<file path="src/sv/i2cee_pkg.sv">
// Shared types, codes and helper functions of the I2C EEPROM transfer sequencer.
package i2cee_pkg;

   // Default width of the EEPROM memory address.
   localparam int ADDR_BITS_DEF = 16;

   // Fixed field widths.
   localparam int MEM_ADDR_W  = 16;
   localparam int PAGE_W      = 9;
   localparam int LIMIT_W     = 17;
   localparam int NEXT_ADDR_W = 17;
   localparam int BYTE_W      = 8;

   // Stream and channel widths; the tdata payloads are padded to whole bytes.
   localparam int REQ_USER_W = 2;
   localparam int REQ_DATA_W = 40;
   localparam int RSP_USER_W = 3;
   localparam int RSP_DATA_W = 40;
   localparam int CSR_IDX_W  = 2;
   localparam int CSR_DATA_W = 17;

   // Reset values of the configuration registers.
   localparam logic [BYTE_W-1:0]  DEV_ADDR_RST   = 8'hA0;
   localparam logic [PAGE_W-1:0]  PAGE_SIZE_RST  = 9'd64;
   localparam logic [LIMIT_W-1:0] READ_LIMIT_RST = 17'h10000;

   typedef enum logic [CSR_IDX_W-1:0] {
      CSR_DEV_ADDR   = 2'd0,
      CSR_PAGE_SIZE  = 2'd1,
      CSR_READ_LIMIT = 2'd2,
      CSR_UNUSED     = 2'd3
   } csr_idx_type;

   typedef enum logic [1:0] {
      ACT_START  = 2'd0,
      ACT_MASTER = 2'd1,
      ACT_SLAVE  = 2'd2,
      ACT_BUSERR = 2'd3
   } action_type;

   typedef enum logic [1:0] {
      MODE_WRITE  = 2'd0,
      MODE_READ   = 2'd1,
      MODE_VERIFY = 2'd2,
      MODE_BAD    = 2'd3
   } mode_type;

   typedef enum logic [2:0] {
      CMD_NONE      = 3'd0,
      CMD_ADDR      = 3'd1,
      CMD_DATA      = 3'd2,
      CMD_STOP      = 3'd3,
      CMD_ACK_NEXT  = 3'd4,
      CMD_NACK_STOP = 3'd5,
      CMD_CLEAR     = 3'd6,
      CMD_RSVD      = 3'd7
   } cmd_type;

   typedef enum logic [1:0] {
      STAT_BUSY     = 2'd0,
      STAT_DONE     = 2'd1,
      STAT_XFER_ERR = 2'd2,
      STAT_CMP_ERR  = 2'd3
   } status_type;

   // Transfer phase, one-hot.
   typedef enum logic [7:0] {
      PH_IDLE     = 8'b0000_0001,
      PH_START    = 8'b0000_0010,
      PH_ADDR_HI  = 8'b0000_0100,
      PH_ADDR_LO  = 8'b0000_1000,
      PH_WRITE    = 8'b0001_0000,
      PH_READ     = 8'b0010_0000,
      PH_ERR_XFER = 8'b0100_0000,
      PH_ERR_CMP  = 8'b1000_0000
   } phase_type;

   // Sequencer state of the top level, one-hot.
   typedef enum logic [2:0] {
      ST_IDLE  = 3'b001,
      ST_CALC  = 3'b010,
      ST_APPLY = 3'b100
   } seq_state_type;

   // Request tdata fields, last field in the lowest bits.
   typedef struct packed {
      logic [BYTE_W-1:0]     tx_byte;
      logic                  tx_avail;
      logic [BYTE_W-1:0]     rx_byte;
      logic                  rx_nack;
      logic                  arb_lost;
      logic [1:0]            mode;
      logic [MEM_ADDR_W-1:0] mem_addr;
   } req_data_type;

   localparam int REQ_FIELDS_W = $bits(req_data_type);

   // Status of the remainder unit.
   typedef struct packed {
      logic busy;
      logic done;
   } rem_stat_type;

   // A page size of zero behaves as one byte per page.
   function automatic logic [PAGE_W-1:0] eff_page(input logic [PAGE_W-1:0] size);
      eff_page = (size == '0) ? PAGE_W'(1) : size;
   endfunction

endpackage

</file>
<file path="src/sv/i2cee_rem_unit.sv">
// Bit-serial restoring remainder unit: address modulo page size, one bit per cycle.
module i2cee_rem_unit #(
   parameter int ADDR_BITS = i2cee_pkg::ADDR_BITS_DEF
) (
   input  logic                         clock,
   input  logic                         reset,
   input  logic                         start,
   input  logic [ADDR_BITS-1:0]         dividend,
   input  logic [i2cee_pkg::PAGE_W-1:0] divisor,
   output i2cee_pkg::rem_stat_type      stat,
   output logic [i2cee_pkg::PAGE_W-1:0] rem
);
   import i2cee_pkg::*;

   localparam int CNT_W = (ADDR_BITS > 1) ? $clog2(ADDR_BITS) : 1;
   localparam logic [CNT_W-1:0] CNT_LAST = CNT_W'(ADDR_BITS - 1);

   logic                 busy_ff, busy_in;
   logic                 done_ff, done_in;
   logic [CNT_W-1:0]     cnt_ff, cnt_in;
   logic [ADDR_BITS-1:0] dvd_ff, dvd_in;
   logic [PAGE_W-1:0]    dvs_ff, dvs_in;
   logic [PAGE_W-1:0]    rem_ff, rem_in;
   logic [PAGE_W:0]      trial;

   // The partial remainder stays below the divisor, so the trial value fits one extra bit.
   assign trial = {rem_ff, dvd_ff[ADDR_BITS-1]};

   always_comb begin
      busy_in = busy_ff;
      done_in = 1'b0;
      cnt_in  = cnt_ff;
      dvd_in  = dvd_ff;
      dvs_in  = dvs_ff;
      rem_in  = rem_ff;
      if (start) begin
         busy_in = 1'b1;
         cnt_in  = '0;
         dvd_in  = dividend;
         dvs_in  = divisor;
         rem_in  = '0;
      end else if (busy_ff) begin
         dvd_in = dvd_ff << 1;
         if (trial >= {1'b0, dvs_ff}) begin
            rem_in = PAGE_W'(trial - {1'b0, dvs_ff});
         end else begin
            rem_in = trial[PAGE_W-1:0];
         end
         cnt_in = cnt_ff + CNT_W'(1);
         if (cnt_ff == CNT_LAST) begin
            busy_in = 1'b0;
            done_in = 1'b1;
         end
      end
   end

   always_ff @(posedge clock) begin
      if (reset) begin
         busy_ff <= 1'b0;
         done_ff <= 1'b0;
         cnt_ff  <= '0;
      end else begin
         busy_ff <= busy_in;
         done_ff <= done_in;
         cnt_ff  <= cnt_in;
      end
      dvd_ff <= dvd_in;
      dvs_ff <= dvs_in;
      rem_ff <= rem_in;
   end

   assign stat.busy = busy_ff;
   assign stat.done = done_ff;
   assign rem       = rem_ff;

   a_rem_below_div: assert property (@(posedge clock) disable iff (reset)
      (busy_ff || done_ff) |-> (rem_ff < dvs_ff))
      else $error("remainder not below divisor");

   a_done_not_busy: assert property (@(posedge clock) disable iff (reset)
      done_ff |-> !busy_ff)
      else $error("remainder done while still busy");

   a_start_busy: assert property (@(posedge clock) disable iff (reset)
      start |=> busy_ff)
      else $error("remainder unit did not start");

endmodule

</file>
<file path="src/sv/i2c_eeprom_transfer_sequencer.sv">
// Top level of the I2C EEPROM transfer sequencer: event decoding, transfer state and result register.
//
// Usage: each bus event (start, master-on-bus, slave-on-bus, bus error) is offered as one
// transaction on the req_ stream, the action code in req_tuser and the other fields in
// req_tdata. Every accepted transaction yields exactly one result transaction on the rsp_
// stream: the bus command in rsp_tuser and its byte, buffer handshakes, status and the next
// page address in rsp_tdata. Configuration (device address, page size, read limit) is written
// through the csr_ channel, which is always ready, and is meant to be changed only while idle.
// A request passes through the CALC and APPLY states before its result is registered. The
// block handles one transaction at a time and takes no new one until that result is committed;
// the pace is set by the bit-serial remainder unit that works out the distance to the page
// boundary, one address bit per cycle.
// Reset is synchronous and active high; it returns the registers to their defaults and the
// transfer to the idle (done) phase with a cleared address and counters.
// If the receiver stalls rsp_tready, the finished result waits in the output register and the
// block holds its computed update until the slot frees, so req_tready stays low meanwhile.
module i2c_eeprom_transfer_sequencer #(
   parameter int ADDR_BITS = i2cee_pkg::ADDR_BITS_DEF
) (
   input  logic                             clock,
   input  logic                             reset,
   // Request stream.
   input  logic                             req_tvalid,
   output logic                             req_tready,
   // tuser: action[1:0]
   input  logic [i2cee_pkg::REQ_USER_W-1:0] req_tuser,
   // tdata: mem_addr[15:0], mode[17:16], arb_lost[18], rx_nack[19], rx_byte[27:20],
   //        tx_avail[28], tx_byte[36:29], zero padding[39:37]
   input  logic [i2cee_pkg::REQ_DATA_W-1:0] req_tdata,
   // Result stream.
   output logic                             rsp_tvalid,
   input  logic                             rsp_tready,
   // tuser: bus_cmd[2:0]
   output logic [i2cee_pkg::RSP_USER_W-1:0] rsp_tuser,
   // tdata: out_byte[7:0], take_byte[8], store_valid[9], store_byte[17:10], status[19:18],
   //        next_addr[36:20], zero padding[39:37]
   output logic [i2cee_pkg::RSP_DATA_W-1:0] rsp_tdata,
   // Configuration write channel.
   input  logic                             csr_valid,
   output logic                             csr_ready,
   input  logic [i2cee_pkg::CSR_IDX_W-1:0]  csr_index,
   input  logic [i2cee_pkg::CSR_DATA_W-1:0] csr_data
);
   import i2cee_pkg::*;

   // Configuration registers.
   logic [BYTE_W-1:0]  dev_addr_ff;
   logic [PAGE_W-1:0]  page_size_ff;
   logic [LIMIT_W-1:0] read_limit_ff;

   // Transfer state.
   phase_type            phase_ff, phase_in;
   logic [ADDR_BITS-1:0] cur_addr_ff, cur_addr_in;
   logic [PAGE_W-1:0]    page_left_ff, page_left_in;
   logic                 write_dir_ff, write_dir_in;
   logic                 verify_ff, verify_in;
   logic [LIMIT_W-1:0]   stored_cnt_ff, stored_cnt_in;

   // Sequencer and latched request.
   seq_state_type    st_ff, st_in;
   action_type       act_ff;
   req_data_type     item_ff;
   req_data_type     req_item;
   logic             req_fire;
   logic             apply_fire;
   logic             is_start_new;

   // Result register.
   logic                  rsp_valid_ff, rsp_valid_in;
   logic [RSP_USER_W-1:0] rsp_user_ff;
   logic [RSP_DATA_W-1:0] rsp_data_ff;

   // Remainder unit.
   rem_stat_type         rem_stat;
   logic [PAGE_W-1:0]    rem_val;
   logic [ADDR_BITS-1:0] rem_operand;

   // Step results.
   cmd_type             cmd;
   logic [BYTE_W-1:0]   obyte;
   logic                take;
   logic                sval;
   logic [BYTE_W-1:0]   sbyte;
   status_type          status;
   logic [NEXT_ADDR_W-1:0] naddr;
   logic [PAGE_W-1:0]   page_eff;
   logic [PAGE_W-1:0]   to_bound;
   logic [MEM_ADDR_W-1:0] cur_addr16;

   assign req_item   = req_data_type'(req_tdata[REQ_FIELDS_W-1:0]);
   assign req_tready = (st_ff == ST_IDLE);
   assign req_fire   = req_tvalid && req_tready;
   assign apply_fire = (st_ff == ST_APPLY) && (!rsp_valid_ff || rsp_tready);
   assign csr_ready  = 1'b1;

   // A start with a valid mode brings in a new address; every other item keeps the current one.
   assign is_start_new = (action_type'(req_tuser) == ACT_START)
                         && (mode_type'(req_item.mode) != MODE_BAD);
   assign rem_operand  = is_start_new ? req_item.mem_addr[ADDR_BITS-1:0] : cur_addr_ff;

   i2cee_rem_unit #(
      .ADDR_BITS (ADDR_BITS)
   ) u_rem (
      .clock    (clock),
      .reset    (reset),
      .start    (req_fire),
      .dividend (rem_operand),
      .divisor  (eff_page(page_size_ff)),
      .stat     (rem_stat),
      .rem      (rem_val)
   );

   // Bytes from the relevant address to the end of its page.
   assign page_eff = eff_page(page_size_ff);
   assign to_bound = page_eff - rem_val;

   // Sequencer: wait for an item, let the remainder finish, then commit once the output is free.
   always_comb begin
      st_in = st_ff;
      unique case (st_ff)
         ST_IDLE:  if (req_fire) st_in = ST_CALC;
         ST_CALC:  if (rem_stat.done) st_in = ST_APPLY;
         ST_APPLY: if (apply_fire) st_in = ST_IDLE;
         default:  st_in = ST_IDLE;
      endcase
   end

   // Transfer step for the latched item.
   always_comb begin
      cmd           = CMD_NONE;
      obyte         = '0;
      take          = 1'b0;
      sval          = 1'b0;
      sbyte         = '0;
      phase_in      = phase_ff;
      cur_addr_in   = cur_addr_ff;
      page_left_in  = page_left_ff;
      write_dir_in  = write_dir_ff;
      verify_in     = verify_ff;
      stored_cnt_in = stored_cnt_ff;
      cur_addr16    = MEM_ADDR_W'(cur_addr_ff);

      unique case (act_ff)
         ACT_START: begin
            // An unknown mode leaves everything as it was.
            if (mode_type'(item_ff.mode) != MODE_BAD) begin
               cur_addr_in   = item_ff.mem_addr[ADDR_BITS-1:0];
               write_dir_in  = (mode_type'(item_ff.mode) == MODE_WRITE);
               verify_in     = (mode_type'(item_ff.mode) == MODE_VERIFY);
               page_left_in  = (mode_type'(item_ff.mode) == MODE_WRITE) ? to_bound : '0;
               stored_cnt_in = '0;
               phase_in      = PH_START;
               cmd           = CMD_ADDR;
               obyte         = dev_addr_ff;
            end
         end
         ACT_MASTER: begin
            if (item_ff.arb_lost || item_ff.rx_nack) begin
               phase_in = PH_ERR_XFER;
               cmd      = CMD_STOP;
            end else begin
               unique case (phase_ff)
                  PH_START: begin
                     phase_in = PH_ADDR_HI;
                     cmd      = CMD_DATA;
                     obyte    = cur_addr16[15:8];
                  end
                  PH_ADDR_HI: begin
                     phase_in = PH_ADDR_LO;
                     cmd      = CMD_DATA;
                     obyte    = cur_addr16[7:0];
                  end
                  PH_ADDR_LO: begin
                     if (write_dir_ff) begin
                        phase_in = PH_WRITE;
                     end else begin
                        // Repeated start with the read address.
                        phase_in = PH_READ;
                        cmd      = CMD_ADDR;
                        obyte    = dev_addr_ff + BYTE_W'(1);
                     end
                  end
                  PH_WRITE: begin
                     if ((page_left_ff != '0) && item_ff.tx_avail) begin
                        page_left_in = page_left_ff - PAGE_W'(1);
                        cmd          = CMD_DATA;
                        obyte        = item_ff.tx_byte;
                        take         = 1'b1;
                     end else begin
                        phase_in = PH_IDLE;
                        cmd      = CMD_STOP;
                     end
                  end
                  default: cmd = CMD_CLEAR;
               endcase
            end
         end
         ACT_SLAVE: begin
            if (phase_ff != PH_READ) begin
               cmd = CMD_CLEAR;
            end else if (item_ff.rx_nack) begin
               phase_in = PH_IDLE;
               cmd      = CMD_STOP;
            end else if (verify_ff) begin
               if (!item_ff.tx_avail) begin
                  // Source used up: the verify ends cleanly.
                  phase_in = PH_IDLE;
                  cmd      = CMD_NACK_STOP;
               end else begin
                  take = 1'b1;
                  if (item_ff.tx_byte != item_ff.rx_byte) begin
                     phase_in = PH_ERR_CMP;
                     cmd      = CMD_NACK_STOP;
                  end else begin
                     cmd = CMD_ACK_NEXT;
                  end
               end
            end else if (stored_cnt_ff >= read_limit_ff) begin
               phase_in = PH_IDLE;
               cmd      = CMD_NACK_STOP;
            end else begin
               stored_cnt_in = stored_cnt_ff + LIMIT_W'(1);
               sval          = 1'b1;
               sbyte         = item_ff.rx_byte;
               cmd           = CMD_ACK_NEXT;
            end
         end
         default: begin
            // Bus error aborts whatever is running.
            phase_in = PH_ERR_XFER;
            cmd      = CMD_CLEAR;
         end
      endcase

      unique case (phase_in)
         PH_IDLE:     status = STAT_DONE;
         PH_ERR_XFER: status = STAT_XFER_ERR;
         PH_ERR_CMP:  status = STAT_CMP_ERR;
         default:     status = STAT_BUSY;
      endcase

      // A finished write reports the address after its page chunk.
      if ((phase_in == PH_IDLE) && write_dir_in) begin
         naddr = NEXT_ADDR_W'(MEM_ADDR_W'(cur_addr_in)) + NEXT_ADDR_W'(to_bound);
      end else begin
         naddr = '0;
      end
   end

   always_comb begin
      rsp_valid_in = rsp_valid_ff;
      if (apply_fire) begin
         rsp_valid_in = 1'b1;
      end else if (rsp_tready) begin
         rsp_valid_in = 1'b0;
      end
   end

   always_ff @(posedge clock) begin
      if (reset) begin
         st_ff         <= ST_IDLE;
         rsp_valid_ff  <= 1'b0;
         dev_addr_ff   <= DEV_ADDR_RST;
         page_size_ff  <= PAGE_SIZE_RST;
         read_limit_ff <= READ_LIMIT_RST;
         phase_ff      <= PH_IDLE;
         cur_addr_ff   <= '0;
         page_left_ff  <= '0;
         write_dir_ff  <= 1'b0;
         verify_ff     <= 1'b0;
         stored_cnt_ff <= '0;
      end else begin
         st_ff        <= st_in;
         rsp_valid_ff <= rsp_valid_in;
         if (csr_valid && csr_ready) begin
            unique case (csr_idx_type'(csr_index))
               CSR_DEV_ADDR:   dev_addr_ff   <= csr_data[BYTE_W-1:0];
               CSR_PAGE_SIZE:  page_size_ff  <= csr_data[PAGE_W-1:0];
               CSR_READ_LIMIT: read_limit_ff <= csr_data[LIMIT_W-1:0];
               default:        ;
            endcase
         end
         if (apply_fire) begin
            phase_ff      <= phase_in;
            cur_addr_ff   <= cur_addr_in;
            page_left_ff  <= page_left_in;
            write_dir_ff  <= write_dir_in;
            verify_ff     <= verify_in;
            stored_cnt_ff <= stored_cnt_in;
         end
      end
      if (req_fire) begin
         act_ff  <= action_type'(req_tuser);
         item_ff <= req_item;
      end
      if (apply_fire) begin
         rsp_user_ff <= cmd;
         rsp_data_ff <= {3'b000, naddr, status, sbyte, sval, take, obyte};
      end
   end

   assign rsp_tvalid = rsp_valid_ff;
   assign rsp_tuser  = rsp_user_ff;
   assign rsp_tdata  = rsp_data_ff;

   a_calc_has_unit: assert property (@(posedge clock) disable iff (reset)
      (st_ff == ST_CALC) |-> (rem_stat.busy || rem_stat.done))
      else $error("sequencer waits on an idle remainder unit");

   a_store_only_busy: assert property (@(posedge clock) disable iff (reset)
      (rsp_valid_ff && rsp_data_ff[9]) |-> (rsp_data_ff[19:18] == STAT_BUSY))
      else $error("stored byte reported outside a running read");

   a_naddr_only_done: assert property (@(posedge clock) disable iff (reset)
      (rsp_valid_ff && (rsp_data_ff[36:20] != '0)) |-> (rsp_data_ff[19:18] == STAT_DONE))
      else $error("next address reported while not done");

endmodule

</file>
<file path="config.mk">
export PLATFORM = sky130hd
export DESIGN_NAME = i2c_eeprom_transfer_sequencer
export DESIGN_NICKNAME = d
export VERILOG_FILES = /design/src/sv/i2cee_pkg.sv /design/src/sv/i2cee_rem_unit.sv /design/src/sv/i2c_eeprom_transfer_sequencer.sv
export SDC_FILE = /design/constraint.sdc
export NUM_CORES = 1
export LEC_CHECK = 0
export BUFFER_PORTS_ARGS = -buffer_cell sky130_fd_sc_hd__buf_4
export CORE_MARGIN = 8
export CORE_UTILIZATION = 45
export DETAILED_ROUTE_END_ITERATION = 12
export SYNTH_ARGS = -nofsm -noshare
export SYNTH_HDL_FRONTEND = slang
export SYNTH_SLANG_ARGS = --single-unit
</file>
<file path="constraint.sdc">
create_clock -name clock -period 7.2 [get_ports clock]
set_input_delay 1.44 -clock clock [delete_from_list [all_inputs] [get_ports clock]]
set_output_delay 1.44 -clock clock [all_outputs]
set_load 0.005 [all_outputs]
</file>
==> results.cfg, run 1 <==
[cells_and_area]
antennaDiodeCount = 0
fillers = 2198
drive_gt1_share_pct = 13.6
layout.cells.most_common = nand2_1
syn2layout_area_growth_pct = 17.0
final_nets = 1352
fin_cells = 1569
layout_common_cells = nand2_1, nor2_1, buf_4

[synthesis]
ys.flop_type = dfxtp_1
ys.warnings.count = 0
synthArstFlopShare_pct = 0
syn-cell-area_mm2 = 0.0108
syn_inst = 1152
synth.avg_cell_area_um2 = 9.40
synth_cell_types = 70
netlist.area_leader.share_pct = 28.8
synth_edf_count = 104
synth_area_leaders = edfxtp_1, dfxtp_1, ha_1
synth.ff_latch_count = 209
synth_area_leader_cell = edfxtp_1
yosysSeqAreaShare_pct = 48.3

[global_routing]
grt_max_degree = 74
grt_pass1_wl_mm = 43.7
grt_use_total_pct = 18.6
antenna_found_initial = 0
grt-ovfl-total = 0
grt_pass1_vias = 8167

[route]
vias = 8551
antenna_left = 0
wl_mm = 27.4
drtIter0Drc = 664
wl_per_cell_um = 17.5
drc = 0
viasPerCell = 5.45
drt-pass1-iter-count = 6

[placed_design]
dp.cells = 1525
place_congestion = 0.893
place_ws_ns = 2.78
port_buffers = 104
hpwl_mm = 19.6

[power_and_ir_drop]
total_power_mw = 3.11
power_leakage_nw = 4.96
powerDensity_mw_per_mm2 = 246
ir_drop_mv = 0.165

[status]
status = completed

[die]
core_area_mm2 = 0.0235
num_rows = 56
die-area_mm2 = 0.0293
die_w_um = 171
io_pins = 112
initial_core_util_pct = 46.0
fp.dieH_um = 171

[critical_path]
crit_start = page_size_ff[4]
worstSetupEndpointType = flip-flop
crit_required_ns = 7.44
r2r_start = page_size_ff[4]
worstSetupStartpointType = flip-flop
critPathKind = reg -> reg
crit_fanout = 4
cp.arrival_ns = 4.64

[cts]
postCtsSetupBuffers = 0
htree_levels = 1
cts.repair.resized = 0
clock_sink_count = 209
cts_tree = done
clkTransAtPathRegs_ns = 0.06
cts_buffers = 24
cts-hold-fix-buffers = 0
clock_path_buffers = 3
clock_latency_ns = 0.52
root_buffer = clkbuf_16

[timing]
finalMaxSlewViolations = 0
tightest_slew_ns = 1.10
grt_setup_unrepaired = false
finalSetupViolations = 0
period_share_pct = 61.1
tns_ns = 0
skew_ns = 0.0145
period_needed_ns = 4.40
clock.fmax_ghz = 0.227
fin_ws_ns = 2.80
finalHoldViolations = 0
slew_headroom_pct = 26.0

[worst_hold_path]
worstHoldStart = read_limit_ff[11]
worstHoldPathType = reg -> reg

[run]
maxCapViolations = 0
==> logic make-up (layout without fill, tap and decap cells) <==
kind of cell / after synthesis / count (layout) / synth area share [%]
compound gates: 243 / 243 / 14.4
xor+xnor: 52 / 52 / 4.21
fa+ha+maj: 54 / 54 / 6.45
buf+inv: 121 / 217 / 4.38
flops: 209 / 209 / 48.3
mux: 45 / 45 / 4.20
other cells: 2 / 4 / 0.0694
simple gates: 426 / 426 / 18.0
==> final timing paths <==
kind                                           to  slack [ns]  cells after the start
worst max-delay path                rsp_tdata[31]        2.80                     19
worst max register to register      rsp_tdata[31]        2.80                     19
worst min-delay path            read_limit_ff[11]        0.45                      2
worst min register to register  read_limit_ff[11]        0.45                      2
==> power breakdown <==
| part | switching, mW | internal (mW) | total, mW |
|---|---|---|---|
| sequential | 0.0433 | 1.31 | 1.35 |
| clock | 0.481 | 0.746 | 1.23 |
| combinational | 0.314 | 0.217 | 0.531 |
==> layout make-up <==
class | count | area, µm² | share of cell area [%]
Sequential cell | 209 | 5230 | 41.3
Multi-Input combinational cell | 824 | 5150 | 40.7
Timing Repair Buffer | 113 | 848 | 6.70
Clock buffer | 39 | 786 | 6.20
Tap cell | 319 | 399 | 3.15
Inverter | 60 | 225 | 1.78
Clock inverter | 5 | 27.5 | 0.217
==> worst max-delay path, stage by stage (launching register included) <==
cell      delay [ns]
dfxtp_1         0.35
nor4_1          0.29
a21oi_1         0.17
ha_1            0.24
fa_1            0.41
nor2b_1         0.13
o21ai_0         0.09
a21boi_0        0.24
o21ai_0         0.14
nor2b_1         0.15
xnor2_1         0.33
ha_1            0.34
nor2_1          0.10
nor2_1          0.05
o41a_1          0.14
a311oi_1        0.47
nor2_1          0.15
nand2_1         0.11
xor2_1          0.14
a211oi_1        0.09
==> per-layer routing <==
layer  GRT usage [%]  wire (µm)  vias to the layer above
li1                -          -                     4239
met1            26.2      12800                     4034
met2            29.2      12400                      237
met3            2.72       1540                       41
met4            5.37        753                        0
met5               0          0                        -
==> synth_stat cells (24+ instances only) <==
| cell type | instances |
|---|---|
| inv_1 | 59 |
| mux2i_1 | 42 |
| edfxtp_1 | 104 |
| a21oi_1 | 92 |
| nor3_1 | 24 |
| nor2_1 | 129 |
| nand3_1 | 24 |
| dfxtp_1 | 105 |
| nand2_1 | 156 |
| xnor2_1 | 36 |
| ha_1 | 51 |
| o21ai_0 | 48 |
| clkbuf_1 | 54 |
==> flip-flops by register name (all words and copies together) (netlist names), 2 cells and up <==
signal	cells
page_size_ff	9
cur_addr16	16
dev_addr_ff	8
u_rem.rem	9
u_rem.dvd_ff	16
act_ff	2
rsp_tuser	3
stored_cnt_ff	17
st_ff	3
read_limit_ff	17
phase_ff	8
u_rem.cnt_ff	4
rsp_tdata	37
u_rem.dvs_ff	9
page_left_ff	9
item_ff	37
==> metrics by stage <==
step	utilization, %	hold WS [ns]	instance area [µm²]
after CTS	53.8	0.457	12700
after detailed placement	50.3	0.449	11900
after global placement	50.3	0.442	11900
final	53.8	0.454	12700
after floorplan	-	0.436	10800
after global routing	53.8	0.486	12700
No activity file was read; power rests on OpenSTA's default activity.
==> run 2, diff against run 1 <==
==> constraint.sdc (replaced) <==
create_clock -name clock -period 4.6 [get_ports clock]
set_input_delay 0.92 -clock clock [delete_from_list [all_inputs] [get_ports clock]]
set_output_delay 0.92 -clock clock [all_outputs]
set_load 0.005 [all_outputs]
==> results.cfg, run 2 (synthesized netlist as in run 1, its figures left out) <==
[critical_path]
crit_start = page_size_ff[4]
critPathKind = reg -> reg
cp.arrival_ns = 4.45
worstSetupEndpointType = flip-flop
rr_worst_depth = 19
endpoint = rsp_tdata[31]
r2r_end = rsp_tdata[31]
crit_required_ns = 4.84
crit_fanout = 4
r2r_start = page_size_ff[4]
worstSetupStartpointType = flip-flop
r2r_slack_ns = 0.39

[timing]
finalSetupViolations = 0
clock.fmax_ghz = 0.238
finalMaxSlewViolations = 0
skew_ns = 0.0127
tns_ns = 0
finalHoldViolations = 0
slew_headroom_pct = 36.8
grt_setup_unrepaired = false
period_needed_ns = 4.21
tightest_slew_ns = 0.941
period_share_pct = 91.5

[die]
initial_core_util_pct = 46.0
core_area_mm2 = 0.0235
fp.dieH_um = 171
io_pins = 112
num_rows = 56
die_w_um = 171
die-area_mm2 = 0.0293

[global_routing]
grt_pass1_vias = 8111
grt-ovfl-total = 0
grt_max_degree = 52
antenna_found_initial = 0
grt_pass1_wl_mm = 43.8
grt_use_total_pct = 18.7

[run]
maxCapViolations = 0

[cts]
postCtsSetupBuffers = 0
clock_latency_ns = 0.52
clkTransAtPathRegs_ns = 0.06
cts-hold-fix-buffers = 0
clock_sink_count = 209
clock_path_buffers = 3
cts_tree = done
root_buffer = clkbuf_16
cts.repair.resized = 0
cts_buffers = 24
htree_levels = 1

[cells_and_area]
final_nets = 1359
antennaDiodeCount = 0
layout_common_cells = nand2_1, nor2_1, buf_4
final_util_pct = 54.4
syn2layout_area_growth_pct = 18.3
drive_gt1_share_pct = 14.4
layout.cells.most_common = nand2_1

[power_and_ir_drop]
powerDensity_mw_per_mm2 = 392
total_power_mw = 5.02
power_leakage_nw = 5.04
ir_drop_mv = 0.198

[route]
drt-pass1-iter-count = 7
drtIter0Drc = 721
wl_per_cell_um = 17.7
viasPerCell = 5.43
drc = 0
wl_mm = 27.9
vias = 8553
antenna_left = 0

[worst_hold_path]
worstHoldPathType = reg -> reg

[placed_design]
place_congestion = 0.874
hpwl_mm = 20.1
port_buffers = 104

[status]
status = completed
-- run 2: final cells by class --
| type | instances | area [µm²] |
|---|---|---|
| Clock inverter | 3 | 20.0 |
| Fill cell | 2235 | 10700 |
| Timing Repair Buffer | 120 | 901 |
| Inverter | 60 | 225 |
| Clock buffer | 41 | 877 |
| Tap cell | 319 | 399 |
| Multi-Input combinational cell | 824 | 5160 |
| Sequential cell | 209 | 5230 |
-- run 2: power by group --
part           switching [mW]  leakage, nW  internal (mW)
combinational           0.483         2.69          0.346
clock                   0.773        0.446           1.30
sequential             0.0666         1.90           2.05
-- run 2: stage by stage --
stage	hold WS (ns)	setup WS, ns	cells	area (µm²)
final	0.455	0.392	1576	12800
after global routing	0.487	0.0117	1576	12800
after CTS	0.460	0.256	1576	12800
after detailed placement	0.451	0.294	1532	11900
after global placement	0.444	0.342	1532	11900
after floorplan	0.436	0.418	1154	10800
-- run 2: critical path, stage by stage (launching register included) --
cell,delay (ns)
dfxtp_1,0.34
nor4_1,0.29
a21oi_1,0.16
ha_1,0.23
fa_1,0.40
nor2b_1,0.12
o21ai_0,0.10
a21boi_0,0.24
o21ai_0,0.14
nor2b_1,0.16
xnor2_1,0.29
ha_1,0.33
nor2_1,0.10
nor2_1,0.05
o41a_1,0.14
a311oi_2,0.40
nor2_1,0.13
nand2_1,0.10
xor2_1,0.15
a211oi_1,0.08
-- run 2: routing by layer --
metal / track usage, % / share of wire, %
met4: 4.99 / 2.2
met2: 30.9 / 46
met5: 0 / 0
met3: 2.88 / 5.1
met1: 25.2 / 46
-- run 2: worst min path at each step --
stage	cells after the start	from	to
after floorplan	2	read_limit_ff[10]	read_limit_ff[10]
after global placement	2	read_limit_ff[5]	read_limit_ff[5]
after detailed placement	2	read_limit_ff[1]	read_limit_ff[1]
after CTS	2	read_limit_ff[1]	read_limit_ff[1]
after global routing	2	read_limit_ff[9]	read_limit_ff[9]
final	2	read_limit_ff[1]	read_limit_ff[1]
